### config.mk
export PLATFORM = sky130hd
export DESIGN_NAME = priority_class_job_queue
export DESIGN_NICKNAME = d
export VERILOG_FILES = /design/src/design/pcjq_pkg.sv /design/src/design/pcjq_ram.sv /design/src/design/priority_class_job_queue.sv
export SDC_FILE = /design/constraint.sdc
export NUM_CORES = 1
export LEC_CHECK = 0
export BUFFER_PORTS_ARGS = -buffer_cell sky130_fd_sc_hd__buf_2
export CORE_AREA = 2 2 316 318
export DETAILED_ROUTE_END_ITERATION = 10
export DIE_AREA = 0 0 318 320
export PLACE_DENSITY = 0.61
export SYNTH_ARGS = -nofsm -noshare
export SYNTH_HDL_FRONTEND = slang
export SYNTH_HIERARCHICAL = 1
export SYNTH_SLANG_ARGS = --single-unit
### constraint.sdc
create_clock -name clk -period 5.85 [get_ports clk]
set_input_delay 0.8775 -clock clk [delete_from_list [all_inputs] [get_ports clk]]
set_output_delay 0.8775 -clock clk [all_outputs]
set_load 0.1 [all_outputs]
### src/design/pcjq_pkg.sv
// Package for the priority class job queue: sizes, codes and payload types.
package pcjq_pkg;

    // Sizes
    localparam int NUM_CLASSES   = 4;
    localparam int QUEUE_DEPTH   = 16;
    localparam int HANDLE_BITS   = 16;
    localparam int MAX_FALLBACKS = 3;
    localparam int CLS_W         = $clog2(NUM_CLASSES);
    localparam int PTR_W         = $clog2(QUEUE_DEPTH);
    localparam int CNT_W         = $clog2(QUEUE_DEPTH + 1);
    localparam int ADDR_W        = CLS_W + PTR_W;
    localparam int STORE_DEPTH   = 1 << ADDR_W;

    // Operation codes
    localparam logic [1:0] OP_PUSH  = 2'd0;
    localparam logic [1:0] OP_POP   = 2'd1;
    localparam logic [1:0] OP_QUERY = 2'd2;

    // Status codes
    localparam logic [2:0] ST_PUSHED  = 3'd0;
    localparam logic [2:0] ST_LOCKED  = 3'd1;
    localparam logic [2:0] ST_FULL    = 3'd2;
    localparam logic [2:0] ST_POPPED  = 3'd3;
    localparam logic [2:0] ST_PRESENT = 3'd4;
    localparam logic [2:0] ST_EMPTY   = 3'd5;

    // Configuration register indexes
    localparam logic REG_PUSH_LOCKED = 1'b0;

    // Command payload
    typedef struct packed {
        logic [1:0]  operation;
        logic [1:0]  priority_req;
        logic [15:0] job_handle;
        logic [1:0]  fallback_count;
        logic [1:0]  fallback_first;
        logic [1:0]  fallback_second;
        logic [1:0]  fallback_third;
    } cmd_t;

    // Result payload
    typedef struct packed {
        logic [2:0]  status;
        logic [15:0] job_handle_out;
        logic [1:0]  served_priority;
    } result_t;

endpackage

### src/design/pcjq_ram.sv
// Generic single-port-write, registered-read RAM.
module pcjq_ram #(
    parameter int WIDTH = 16,
    parameter int DEPTH = 64
) (
    input  logic                     clk,
    input  logic                     we,
    input  logic [$clog2(DEPTH)-1:0] waddr,
    input  logic [WIDTH-1:0]         wdata,
    input  logic [$clog2(DEPTH)-1:0] raddr,
    output logic [WIDTH-1:0]         rdata
);

    logic [WIDTH-1:0] mem [DEPTH];
    logic [WIDTH-1:0] rdata_reg;

    // Write port and registered read port
    always_ff @(posedge clk)
    begin
        if (we)
        begin
            mem[waddr] <= wdata;
        end
        rdata_reg <= mem[raddr];
    end

    assign rdata = rdata_reg;

endmodule

### src/design/priority_class_job_queue.sv
// Top level of the priority class job queue.
//
// Usage: a command is transferred at a rising edge with start high and busy
// low. busy is always low: one command can be transferred in every cycle.
// Push appends job_handle to the FIFO of priority_req; pop removes the head
// of the first non-empty class among the preferred class and up to
// fallback_count fallbacks; query runs the same search without removing.
// Each command gives exactly one result, shown on result for one cycle with
// done high, in the cycle right after its transfer. The result timing is
// set by the registered read of the handle store RAM; head, tail and fill
// counts live in flip-flops, so a command can follow the previous one
// directly. The receiver cannot stall: results must be taken.
// Reset empties every class and clears push_locked; the handle store keeps
// its contents, but only occupied entries ever reach the result.
// push_locked is written over the APB port at byte address 0.
module priority_class_job_queue (
    input  logic            clk,
    input  logic            rst_n,
    input  logic            psel,
    input  logic            penable,
    input  logic            pwrite,
    input  logic [2:0]      paddr,
    input  logic [31:0]     pwdata,
    output logic [31:0]     prdata,
    output logic            pready,
    input  logic            start,
    output logic            busy,
    input  pcjq_pkg::cmd_t  cmd,
    output logic            done,
    output pcjq_pkg::result_t result
);
    import pcjq_pkg::*;

    logic                   push_locked_reg;
    logic [PTR_W-1:0]       head_reg [NUM_CLASSES];
    logic [PTR_W-1:0]       tail_reg [NUM_CLASSES];
    logic [CNT_W-1:0]       fill_reg [NUM_CLASSES];
    logic [PTR_W-1:0]       head_next [NUM_CLASSES];
    logic [PTR_W-1:0]       tail_next [NUM_CLASSES];
    logic [CNT_W-1:0]       fill_next [NUM_CLASSES];
    logic                   done_reg;
    logic [2:0]             status_reg, status_next;
    logic [CLS_W-1:0]       served_reg, served_next;
    logic                   pop_reg, pop_next;

    logic                   accept;
    logic                   cfg_write;
    logic [1:0]             cand [4];
    logic                   found;
    logic [CLS_W-1:0]       found_cls;
    logic [CLS_W-1:0]       push_cls;
    logic                   push_cls_ok;
    logic                   push_ok;
    logic                   pop_ok;
    logic                   ram_we;
    logic [ADDR_W-1:0]      ram_waddr;
    logic [ADDR_W-1:0]      ram_raddr;
    logic [HANDLE_BITS-1:0] ram_rdata;

    // APB side
    assign pready    = 1'b1;
    assign cfg_write = psel && penable && pwrite && pready;
    assign prdata    = (paddr[2] == REG_PUSH_LOCKED) ? {31'd0, push_locked_reg} : 32'd0;

    always_ff @(posedge clk or negedge rst_n)
    begin
        if (!rst_n)
        begin
            push_locked_reg <= 1'b0;
        end
        else if (cfg_write && paddr[2] == REG_PUSH_LOCKED)
        begin
            push_locked_reg <= pwdata[0];
        end
    end

    // Command transfer: the queue takes one command every cycle
    assign busy   = 1'b0;
    assign accept = start && !busy;

    // Candidate search over preferred class and fallbacks
    assign cand[0] = cmd.priority_req;
    assign cand[1] = cmd.fallback_first;
    assign cand[2] = cmd.fallback_second;
    assign cand[3] = cmd.fallback_third;

    always_comb
    begin
        found     = 1'b0;
        found_cls = '0;
        for (int i = 0; i < 4; i++)
        begin
            if (!found && i <= int'(cmd.fallback_count) && i <= MAX_FALLBACKS &&
                int'(cand[i]) < NUM_CLASSES &&
                fill_reg[cand[i][CLS_W-1:0]] != '0)
            begin
                found     = 1'b1;
                found_cls = cand[i][CLS_W-1:0];
            end
        end
    end

    // Push checks
    assign push_cls    = cmd.priority_req[CLS_W-1:0];
    assign push_cls_ok = int'(cmd.priority_req) < NUM_CLASSES;
    assign push_ok     = accept && cmd.operation == OP_PUSH && !push_locked_reg &&
                         push_cls_ok && int'(fill_reg[push_cls]) < QUEUE_DEPTH;
    assign pop_ok      = accept && cmd.operation == OP_POP && found;

    // Handle store access
    assign ram_we    = push_ok;
    assign ram_waddr = {push_cls, tail_reg[push_cls]};
    assign ram_raddr = {found_cls, head_reg[found_cls]};

    pcjq_ram #(
        .WIDTH (HANDLE_BITS),
        .DEPTH (STORE_DEPTH)
    ) u_store (
        .clk   (clk),
        .we    (ram_we),
        .waddr (ram_waddr),
        .wdata (cmd.job_handle[HANDLE_BITS-1:0]),
        .raddr (ram_raddr),
        .rdata (ram_rdata)
    );

    // Pointer and count updates, result fields
    always_comb
    begin
        for (int c = 0; c < NUM_CLASSES; c++)
        begin
            head_next[c] = head_reg[c];
            tail_next[c] = tail_reg[c];
            fill_next[c] = fill_reg[c];
        end
        if (push_ok)
        begin
            tail_next[push_cls] = (int'(tail_reg[push_cls]) == QUEUE_DEPTH - 1) ?
                                  '0 : tail_reg[push_cls] + 1'b1;
            fill_next[push_cls] = fill_reg[push_cls] + 1'b1;
        end
        if (pop_ok)
        begin
            head_next[found_cls] = (int'(head_reg[found_cls]) == QUEUE_DEPTH - 1) ?
                                   '0 : head_reg[found_cls] + 1'b1;
            fill_next[found_cls] = fill_reg[found_cls] - 1'b1;
        end

        status_next = ST_EMPTY;
        served_next = '0;
        pop_next    = 1'b0;
        case (cmd.operation)
            OP_PUSH:
            begin
                served_next = push_cls;
                if (push_locked_reg)
                begin
                    status_next = ST_LOCKED;
                end
                else if (push_ok)
                begin
                    status_next = ST_PUSHED;
                end
                else
                begin
                    status_next = ST_FULL;
                end
            end
            OP_POP:
            begin
                if (found)
                begin
                    status_next = ST_POPPED;
                    served_next = found_cls;
                    pop_next    = 1'b1;
                end
            end
            OP_QUERY:
            begin
                if (found)
                begin
                    status_next = ST_PRESENT;
                    served_next = found_cls;
                end
            end
            default:
            begin
                status_next = ST_EMPTY;
            end
        endcase
    end

    // Queue bookkeeping registers
    always_ff @(posedge clk or negedge rst_n)
    begin
        if (!rst_n)
        begin
            for (int c = 0; c < NUM_CLASSES; c++)
            begin
                head_reg[c] <= '0;
                tail_reg[c] <= '0;
                fill_reg[c] <= '0;
            end
            done_reg <= 1'b0;
        end
        else
        begin
            for (int c = 0; c < NUM_CLASSES; c++)
            begin
                head_reg[c] <= head_next[c];
                tail_reg[c] <= tail_next[c];
                fill_reg[c] <= fill_next[c];
            end
            done_reg <= accept;
        end
    end

    // Result payload registers
    always_ff @(posedge clk)
    begin
        if (accept)
        begin
            status_reg <= status_next;
            served_reg <= served_next;
            pop_reg    <= pop_next;
        end
    end

    // Result transfer
    assign done                   = done_reg;
    assign result.status          = status_reg;
    assign result.job_handle_out  = pop_reg ? 16'(ram_rdata) : 16'd0;
    assign result.served_priority = 2'(served_reg);

endmodule

==> Yosys cells after proc, flatten, opt, wreduce, memory -nomap -nowiden <==
Memory sizes are Yosys's and may differ from the RTL's. A register that Yosys moved wholly into a read port is not among the register bits.
Index checks and enable logic that the tools add are counted.
{ "totals": {"reg_bits": 60, "n_memories": 1, "word_cells": 126, "ram_bits": 1024, "in_bits": 69, "output_inout_bits": 56} }
{ "op_classes": {"reduce_logical": 26, "mux": 57, "addsub": 4, "magnitude_cmp": 11, "bitwise_logic": 6, "n_eq_ne": 4} }
{ "mem_list": {"columns": ["name", "depth", "width", "rd", "rd_clocked_by_memory_dff", "write_ports", "line_no", "text"], "rows": [
  ["u_store.mem", 64, 16, 1, 1, 1, "pcjq_ram.sv:14", "logic [WIDTH-1:0] mem [DEPTH];"]
]} }
{ "op_table": {"columns": ["operator", "n"], "rows": [
  ["$mux 5", 12],
  ["$bmux 5 s2", 5],
  ["$bwmux 20", 2],
  ["$mux 20", 2],
  ["$bwmux 16", 2],
  ["$mux 4", 8],
  ["$demux 5 s2", 2],
  ["$reduce_bool 5->1", 4],
  ["$bmux 4 s2", 2],
  ["$demux 4 s2", 2],
  ["$logic_and 1x1->1", 16],
  ["$mux 16", 1],
  ["$ge 3x3->1 const B", 5],
  ["$not 2->3", 5],
  ["$mux 2", 7],
  ["$mux 1", 9],
  ["$pmux 3 s3", 1],
  ["$add 4x1->4 const B", 2],
  ["$eq 4x1->1 const B", 2],
  ["$lt 3x1->1 const B", 2],
  ["$add 5x1->5 const B", 1],
  ["$lt 5x5->1 const B", 1],
  ["$sub 5x1->5 const B", 1],
  ["$le 2x2->1 const A", 2],
  ["other kinds (9)", 12]
]} }

==> Longest topological paths before layout <==
{ "logic_depth": {"word_depth": 25, "ltp_mapped": 22, "mapped_depth_nobuf": 16} }

==> Hierarchy <==
Netlist, hierarchy kept.
{ "by_module_without_submodules": {"columns": ["module", "n_inst", "seq_area_each_um2", "area_each_um2", "cells_per_inst"], "rows": [
  ["pcjq_ram", 1, 31069.8, 40042.2, 1829],
  ["priority_class_job_queue", 1, 1531.5, 4018.9, 393]
]} }

==> Worst setup path after synthesis <==
OpenSTA, ideal clock, no wires.
{ "synth_timing": {"path_type": "input -> register", "startpoint": "input port cmd[24] (netlist bit)", "endpoint": "register u_store.rdata_reg[10], in the netlist u_store/rdata[10] (read register of u_store.mem)", "t_required_ns": 5.734, "path_buffers": 7, "cell_stages": 21, "t_arrival_ns": 5.296, "slack_ns": 0.438, "setup_time_ns": 0.116, "cell_sequence": "buf_6 > clkbuf_1 > mux4_2 > inv_1 > ha_1 > or4b_4 > nor3_2 > a31o_1 > mux2i_4 > inv_2 > mux4_2 > buf_6 > buf_12 > buf_8 > buf_8 > buf_6 > mux2i_1 > nand2_1 > a41oi_1 > o21ai_0 > and4_1"} }
{ "synth_via": {"elab_chain_cells": 22, "elab_cells_between_ends": 25, "cone_classes": "mux (13); bitwise (2); reduce/logical (10)"} }
{ "synth_lines": {"columns": ["element", "line_no", "text"], "rows": [
  ["from (decl)", "priority_class_job_queue.sv:28", "input pcjq_pkg::cmd_t cmd,"],
  ["$not 2->3 (implied by the code)", "priority_class_job_queue.sv:95", "fill_reg[cand[i][CLS_W-1:0]] != '0)"],
  ["$bmux 5 s2", "priority_class_job_queue.sv:95", null],
  ["$mux 5 (implied by the code) (2 in series)", "priority_class_job_queue.sv:95", null],
  ["$reduce_bool 5->1", "priority_class_job_queue.sv:95", null],
  ["$mux 1", "priority_class_job_queue.sv:93", "if (!found && i <= int'(cmd.fallback_count) && i <= MAX_FALLBACKS &&"],
  ["$logic_not 1->1", "priority_class_job_queue.sv:93", null],
  ["$logic_and 1x1->1", "priority_class_job_queue.sv:93", null],
  ["$logic_and 1x1->1", "priority_class_job_queue.sv:94", "int'(cand[i]) < NUM_CLASSES &&"],
  ["[... 5 more ...]", null, null],
  ["$logic_not 1->1", "priority_class_job_queue.sv:93", null],
  ["$logic_and 1x1->1", "priority_class_job_queue.sv:93", null],
  ["$logic_and 1x1->1", "priority_class_job_queue.sv:94", null],
  ["$mux 2 (*)", "priority_class_job_queue.sv:93", null],
  ["$not 2->3 (implied by the code) (*)", "priority_class_job_queue.sv:113", "assign ram_raddr = {found_cls, head_reg[found_cls]};"],
  ["$bmux 4 s2 (*)", "priority_class_job_queue.sv:113", null],
  ["$mux 4 (implied by the code) (*) (2 in series)", "priority_class_job_queue.sv:113", null],
  ["named net ram_raddr[0]", "priority_class_job_queue.sv:57", "logic [ADDR_W-1:0] ram_raddr;"],
  ["to (decl)", "pcjq_ram.sv:15", "logic [WIDTH-1:0] rdata_reg;"]
]} }
The timed path passes the listed nets; every way through them passes the cells marked *. The select of a mux whose other input is x is not followed.
A chain may end at the register's enable or synchronous reset.

==> Worst setup path in the final report <==
{ "layout_timing": {"startpoint": "register fill_reg[17] (netlist bit)", "endpoint": "register u_store.rdata_reg[0], in the netlist u_store/rdata[0] (read register of u_store.mem)"} }
{ "layout_via": {"elab_chain_cells": 21, "elab_cells_between_ends": 36, "cone_classes": "mux (22); bitwise (1); reduce/logical (13)"} }
{ "layout_lines": {"columns": ["element", "line_no", "text"], "rows": [
  ["from (decl)", "priority_class_job_queue.sv:37", "logic [CNT_W-1:0] fill_reg [NUM_CLASSES];"],
  ["from (signal, indexed assignment)", "priority_class_job_queue.sv:212", "fill_reg[c] <= fill_next[c];"],
  ["$bmux 5 s2", "priority_class_job_queue.sv:95", null],
  ["$mux 5 (implied by the code) (2 in series)", "priority_class_job_queue.sv:95", null],
  ["$reduce_bool 5->1", "priority_class_job_queue.sv:95", null],
  ["$mux 1", "priority_class_job_queue.sv:93", null],
  ["$logic_not 1->1", "priority_class_job_queue.sv:93", null],
  ["$logic_and 1x1->1", "priority_class_job_queue.sv:93", null],
  ["$logic_and 1x1->1", "priority_class_job_queue.sv:94", null],
  ["$mux 1", "priority_class_job_queue.sv:93", null],
  ["[... 4 more ...]", null, null],
  ["$logic_not 1->1", "priority_class_job_queue.sv:93", null],
  ["$logic_and 1x1->1", "priority_class_job_queue.sv:93", null],
  ["$logic_and 1x1->1", "priority_class_job_queue.sv:94", null],
  ["$mux 2 (*)", "priority_class_job_queue.sv:93", null],
  ["$not 2->3 (implied by the code) (*)", "priority_class_job_queue.sv:113", null],
  ["$bmux 4 s2 (*)", "priority_class_job_queue.sv:113", null],
  ["$mux 4 (implied by the code) (*) (2 in series)", "priority_class_job_queue.sv:113", null],
  ["named net ram_raddr[2]", "priority_class_job_queue.sv:57", null]
]} }
Marks and branches as above.

==> results.sh <==
export IMPL_outcome="finished, final reports clean"
export IMPL_cts_made_buffers=110
export IMPL_critPathArrivalTime_ps=5840
export IMPL_cts_root_buf="clkbuf_16"
export IMPL_ys_seq_area_share_pct=74.0
export IMPL_drcViolationCount=0
export IMPL_drive_gt1_share_pct=27.6
export IMPL_max_freq_mhz=190
export IMPL_wl_per_cell_um=26.9
export IMPL_placed_cell_area_mm2=0.0466
export IMPL_portBuffers=58
export IMPL_p_total_uw=23800
export IMPL_viasPerCell=5.76
export IMPL_die_h_um=320
export IMPL_syn2layout_area_growth_pct=13.7
export IMPL_criticalPathCategory="reg -> reg"
export IMPL_ys_seq_elements=1100
export IMPL_stdcell_area_mm2=0.0501
export IMPL_synth_ff_type="edfxtp_1"
export IMPL_numClockSinks=1100
export IMPL_yosysTopAreaCell="edfxtp_1"
export IMPL_synth_edff_count=1030
export IMPL_hold_viol=0
export IMPL_largest_reg_flops=1024
export IMPL_gp_congestion=0.861
export IMPL_crit_path_cell_trace="or4_1 -> nor3_1 -> or3_1 -> a32o_1 -> nor3b_4 -> mux2i_4 -> buf_4 -> mux4_4 -> buf_12 -> buf_12 -> buf_12 -> mux2i_1 -> a221oi_1 -> a221oi_1 -> a311oi_1"
export IMPL_drtIter0Drc=2236
export IMPL_grt_pass1_wl_um=151000
export IMPL_core_area_mm2=0.0980
export IMPL_dp_hpwl_um=60800
export IMPL_start_util_pct=45.0
export IMPL_syn_area_per_cell_um2=19.8
export IMPL_yosys_area_top_type_share_pct=70.2
export IMPL_yosysWarningCount=6
export IMPL_maxCapViolCount=0
export IMPL_nNetsFinal=2530
export IMPL_worst_slew_pin_slew_ps=1280
export IMPL_rows=115
export IMPL_required_ps=6420
export IMPL_cts_repair_resize_count=0
export IMPL_grt_pass1_vias=22600
export IMPL_p_per_area_mw_per_mm2=476
export IMPL_async_flop_share_pct=4.91
export IMPL_finalWirelength_um=103000
export IMPL_antenna_found_initial=0
export IMPL_crit_path_top_delay_cell="mux4_4"
export IMPL_vdd_drop_max_mv=0.415
export IMPL_clockBufferDepth=3
export IMPL_worstReg2RegStart="fill_reg[17]"
export IMPL_leakage_uw=0.0163
export IMPL_min_period_ps=5270
export IMPL_finalClockSkew_ps=15.8
export IMPL_cts_setup_buffers=0
export IMPL_netlist_instances=2222
export IMPL_cts_htree_levels=3
export IMPL_clk_latency_ps=670
export IMPL_synth_cell_types=75
export IMPL_ant_nets=0
export IMPL_vias=22100
export IMPL_cts_hold_buf=0
export IMPL_gr_usage_all_layers_pct=20.3
export IMPL_die_width_um=318
export IMPL_slowest_delay_ps=660
export IMPL_crit_top_cell="buf_12"
export IMPL_layout_worst_path_cycle_share_pct=90.1
export IMPL_nFillCells=7753
export IMPL_grt_overflow_total=0
export IMPL_firstDrtPassIters=5
export IMPL_boundaryPins=125
export IMPL_multi_input_area_mm2=0.0105
export IMPL_clk_pin_slew_ps=60
export IMPL_cp_startpoint="fill_reg[17]"
export IMPL_tritoncts="done"
export IMPL_rsz0062_at_grt="no"
export IMPL_worstHoldPathType="in -> async"
export IMPL_die_area_mm2=0.102
export IMPL_synth_area_mm2=0.0441
export IMPL_relSlewSlack_pct=14.5
export IMPL_synthTopCellsByArea="edfxtp_1, mux4_2, dfrtp_1"
export IMPL_regArea_mm2=0.0326
export IMPL_slew_violations=0
export IMPL_fin_setup_tns_ps=0
export IMPL_cp_max_fo=55
export IMPL_grt_max_degree=75
export IMPL_endpoint_kind="register"
export IMPL_setup_viol=0
export IMPL_cp_start_kind="register"
path summary, 6_finish.rpt:
path,cells after the start,endpoint,slack (ps)
setup / recovery,15,u_store/rdata[0],580
hold / removal,2,fill_reg[2],320
setup reg to reg,15,u_store/rdata[0],580
hold reg to reg,2,head_reg[1],490
max in group asynchronous,2,tail_reg[10],5040
min in group clk,3,push_locked_reg,410
layer usage:
metal | vias up | GRT usage [%] | share of wire [%]
met5 | - | 0 | 0
met4 | 0 | 5.40 | 2.4
met3 | 148 | 3.79 | 6.4
met2 | 782 | 33.4 | 49
met1 | 11600 | 28.0 | 42
li1 | 9536 | - | -
kinds of logic (layout without fill, tap and decap cells):
kind of cell	Yosys count	count (layout)	share of synthesized area, %
AO/OA/AOI/OAI	207	207	3.37
XOR/XNOR	7	7	0.139
adder cells (fa/ha/maj)	9	9	0.256
buffers and inverters	166	459	2.50
flip-flops	1100	1100	74.0
multiplexers	391	391	15.9
other	2	34	0.0170
AND/OR/NAND/NOR	340	340	3.88
synthesized netlist by cell type, drive strengths merged, types with 6 or more instances:
master  number
or3          7
nand4       17
nor2       100
a311oi       9
a22oi       39
ha           9
o21ai       33
dfxtp       16
xnor2        6
mux2i      100
a22o         6
inv         16
a211oi      12
and2        23
nand3       35
a221o        6
nor3         7
a211o        8
mux2        53
mux4       238
nor2b       35
edfxtp    1030
buf        113
clkbuf      37
a21oi       32
nand2       88
dfrtp       54
a221oi      17
a31oi       12
power by group:
part	internal, uW	switching, uW	total [uW]
Clock	3980	2860	6840
Combinational	3620	4360	7980
Sequential	8830	170	9000
Total	16400	7390	23800
worst max-delay path, delay by kind of cell, from the launching register on:
| kind | cells | cell delay [ps] |
|---|---|---|
| simple gates | 4 | 1360 |
| compound gates | 4 | 1280 |
| mux | 3 | 1090 |
| buf+inv | 4 | 890 |
| flops | 1 | 430 |
cells in the final DEF, fill, tap and decap left out, types with 13 or more instances in the layout:
master / instances
nand2_1: 87
and2_1: 22
clkinv_2: 26
o21ai_0: 29
clkinv_1: 20
edfxtp_1: 1030
buf_12: 13
dfxtp_1: 16
a221oi_1: 17
inv_1: 15
a22oi_1: 39
nor2_1: 98
nand4_1: 17
nor2b_1: 35
clkbuf_1: 24
a21oi_1: 32
mux2i_1: 99
mux2_2: 53
buf_4: 166
nand3_1: 35
conb_1: 33
mux4_2: 231
dfrtp_1: 54
clkbuf_16: 111
buf_2: 58
through the flow:
| stage | worst slack [ps] | hold slack (ps) | instances | util, % |
|---|---|---|---|---|
| 3_3_place_gp | 69.5 | 457 | 3627 | 47.5 |
| 6_report | 578 | 319 | 3834 | 51.1 |
| 2_1_floorplan | 438 | 441 | 2253 | - |
| 5_1_grt | 330 | 352 | 3833 | 51.1 |
| 4_1_cts | 624 | 325 | 3833 | 51.1 |
| 3_5_place_dp | 43.3 | 467 | 3627 | 47.5 |
cell type report:
class,count,area share [%]
diodes,1,0.00500
clock buffers,144,5.97
clock inverters,62,1.07
inverters,16,0.120
multi-input cells,987,20.9
flip-flops and latches,1100,65.1
well taps,1287,3.21
repair buffers,237,3.59
Power figures use the tool's default switching activity.
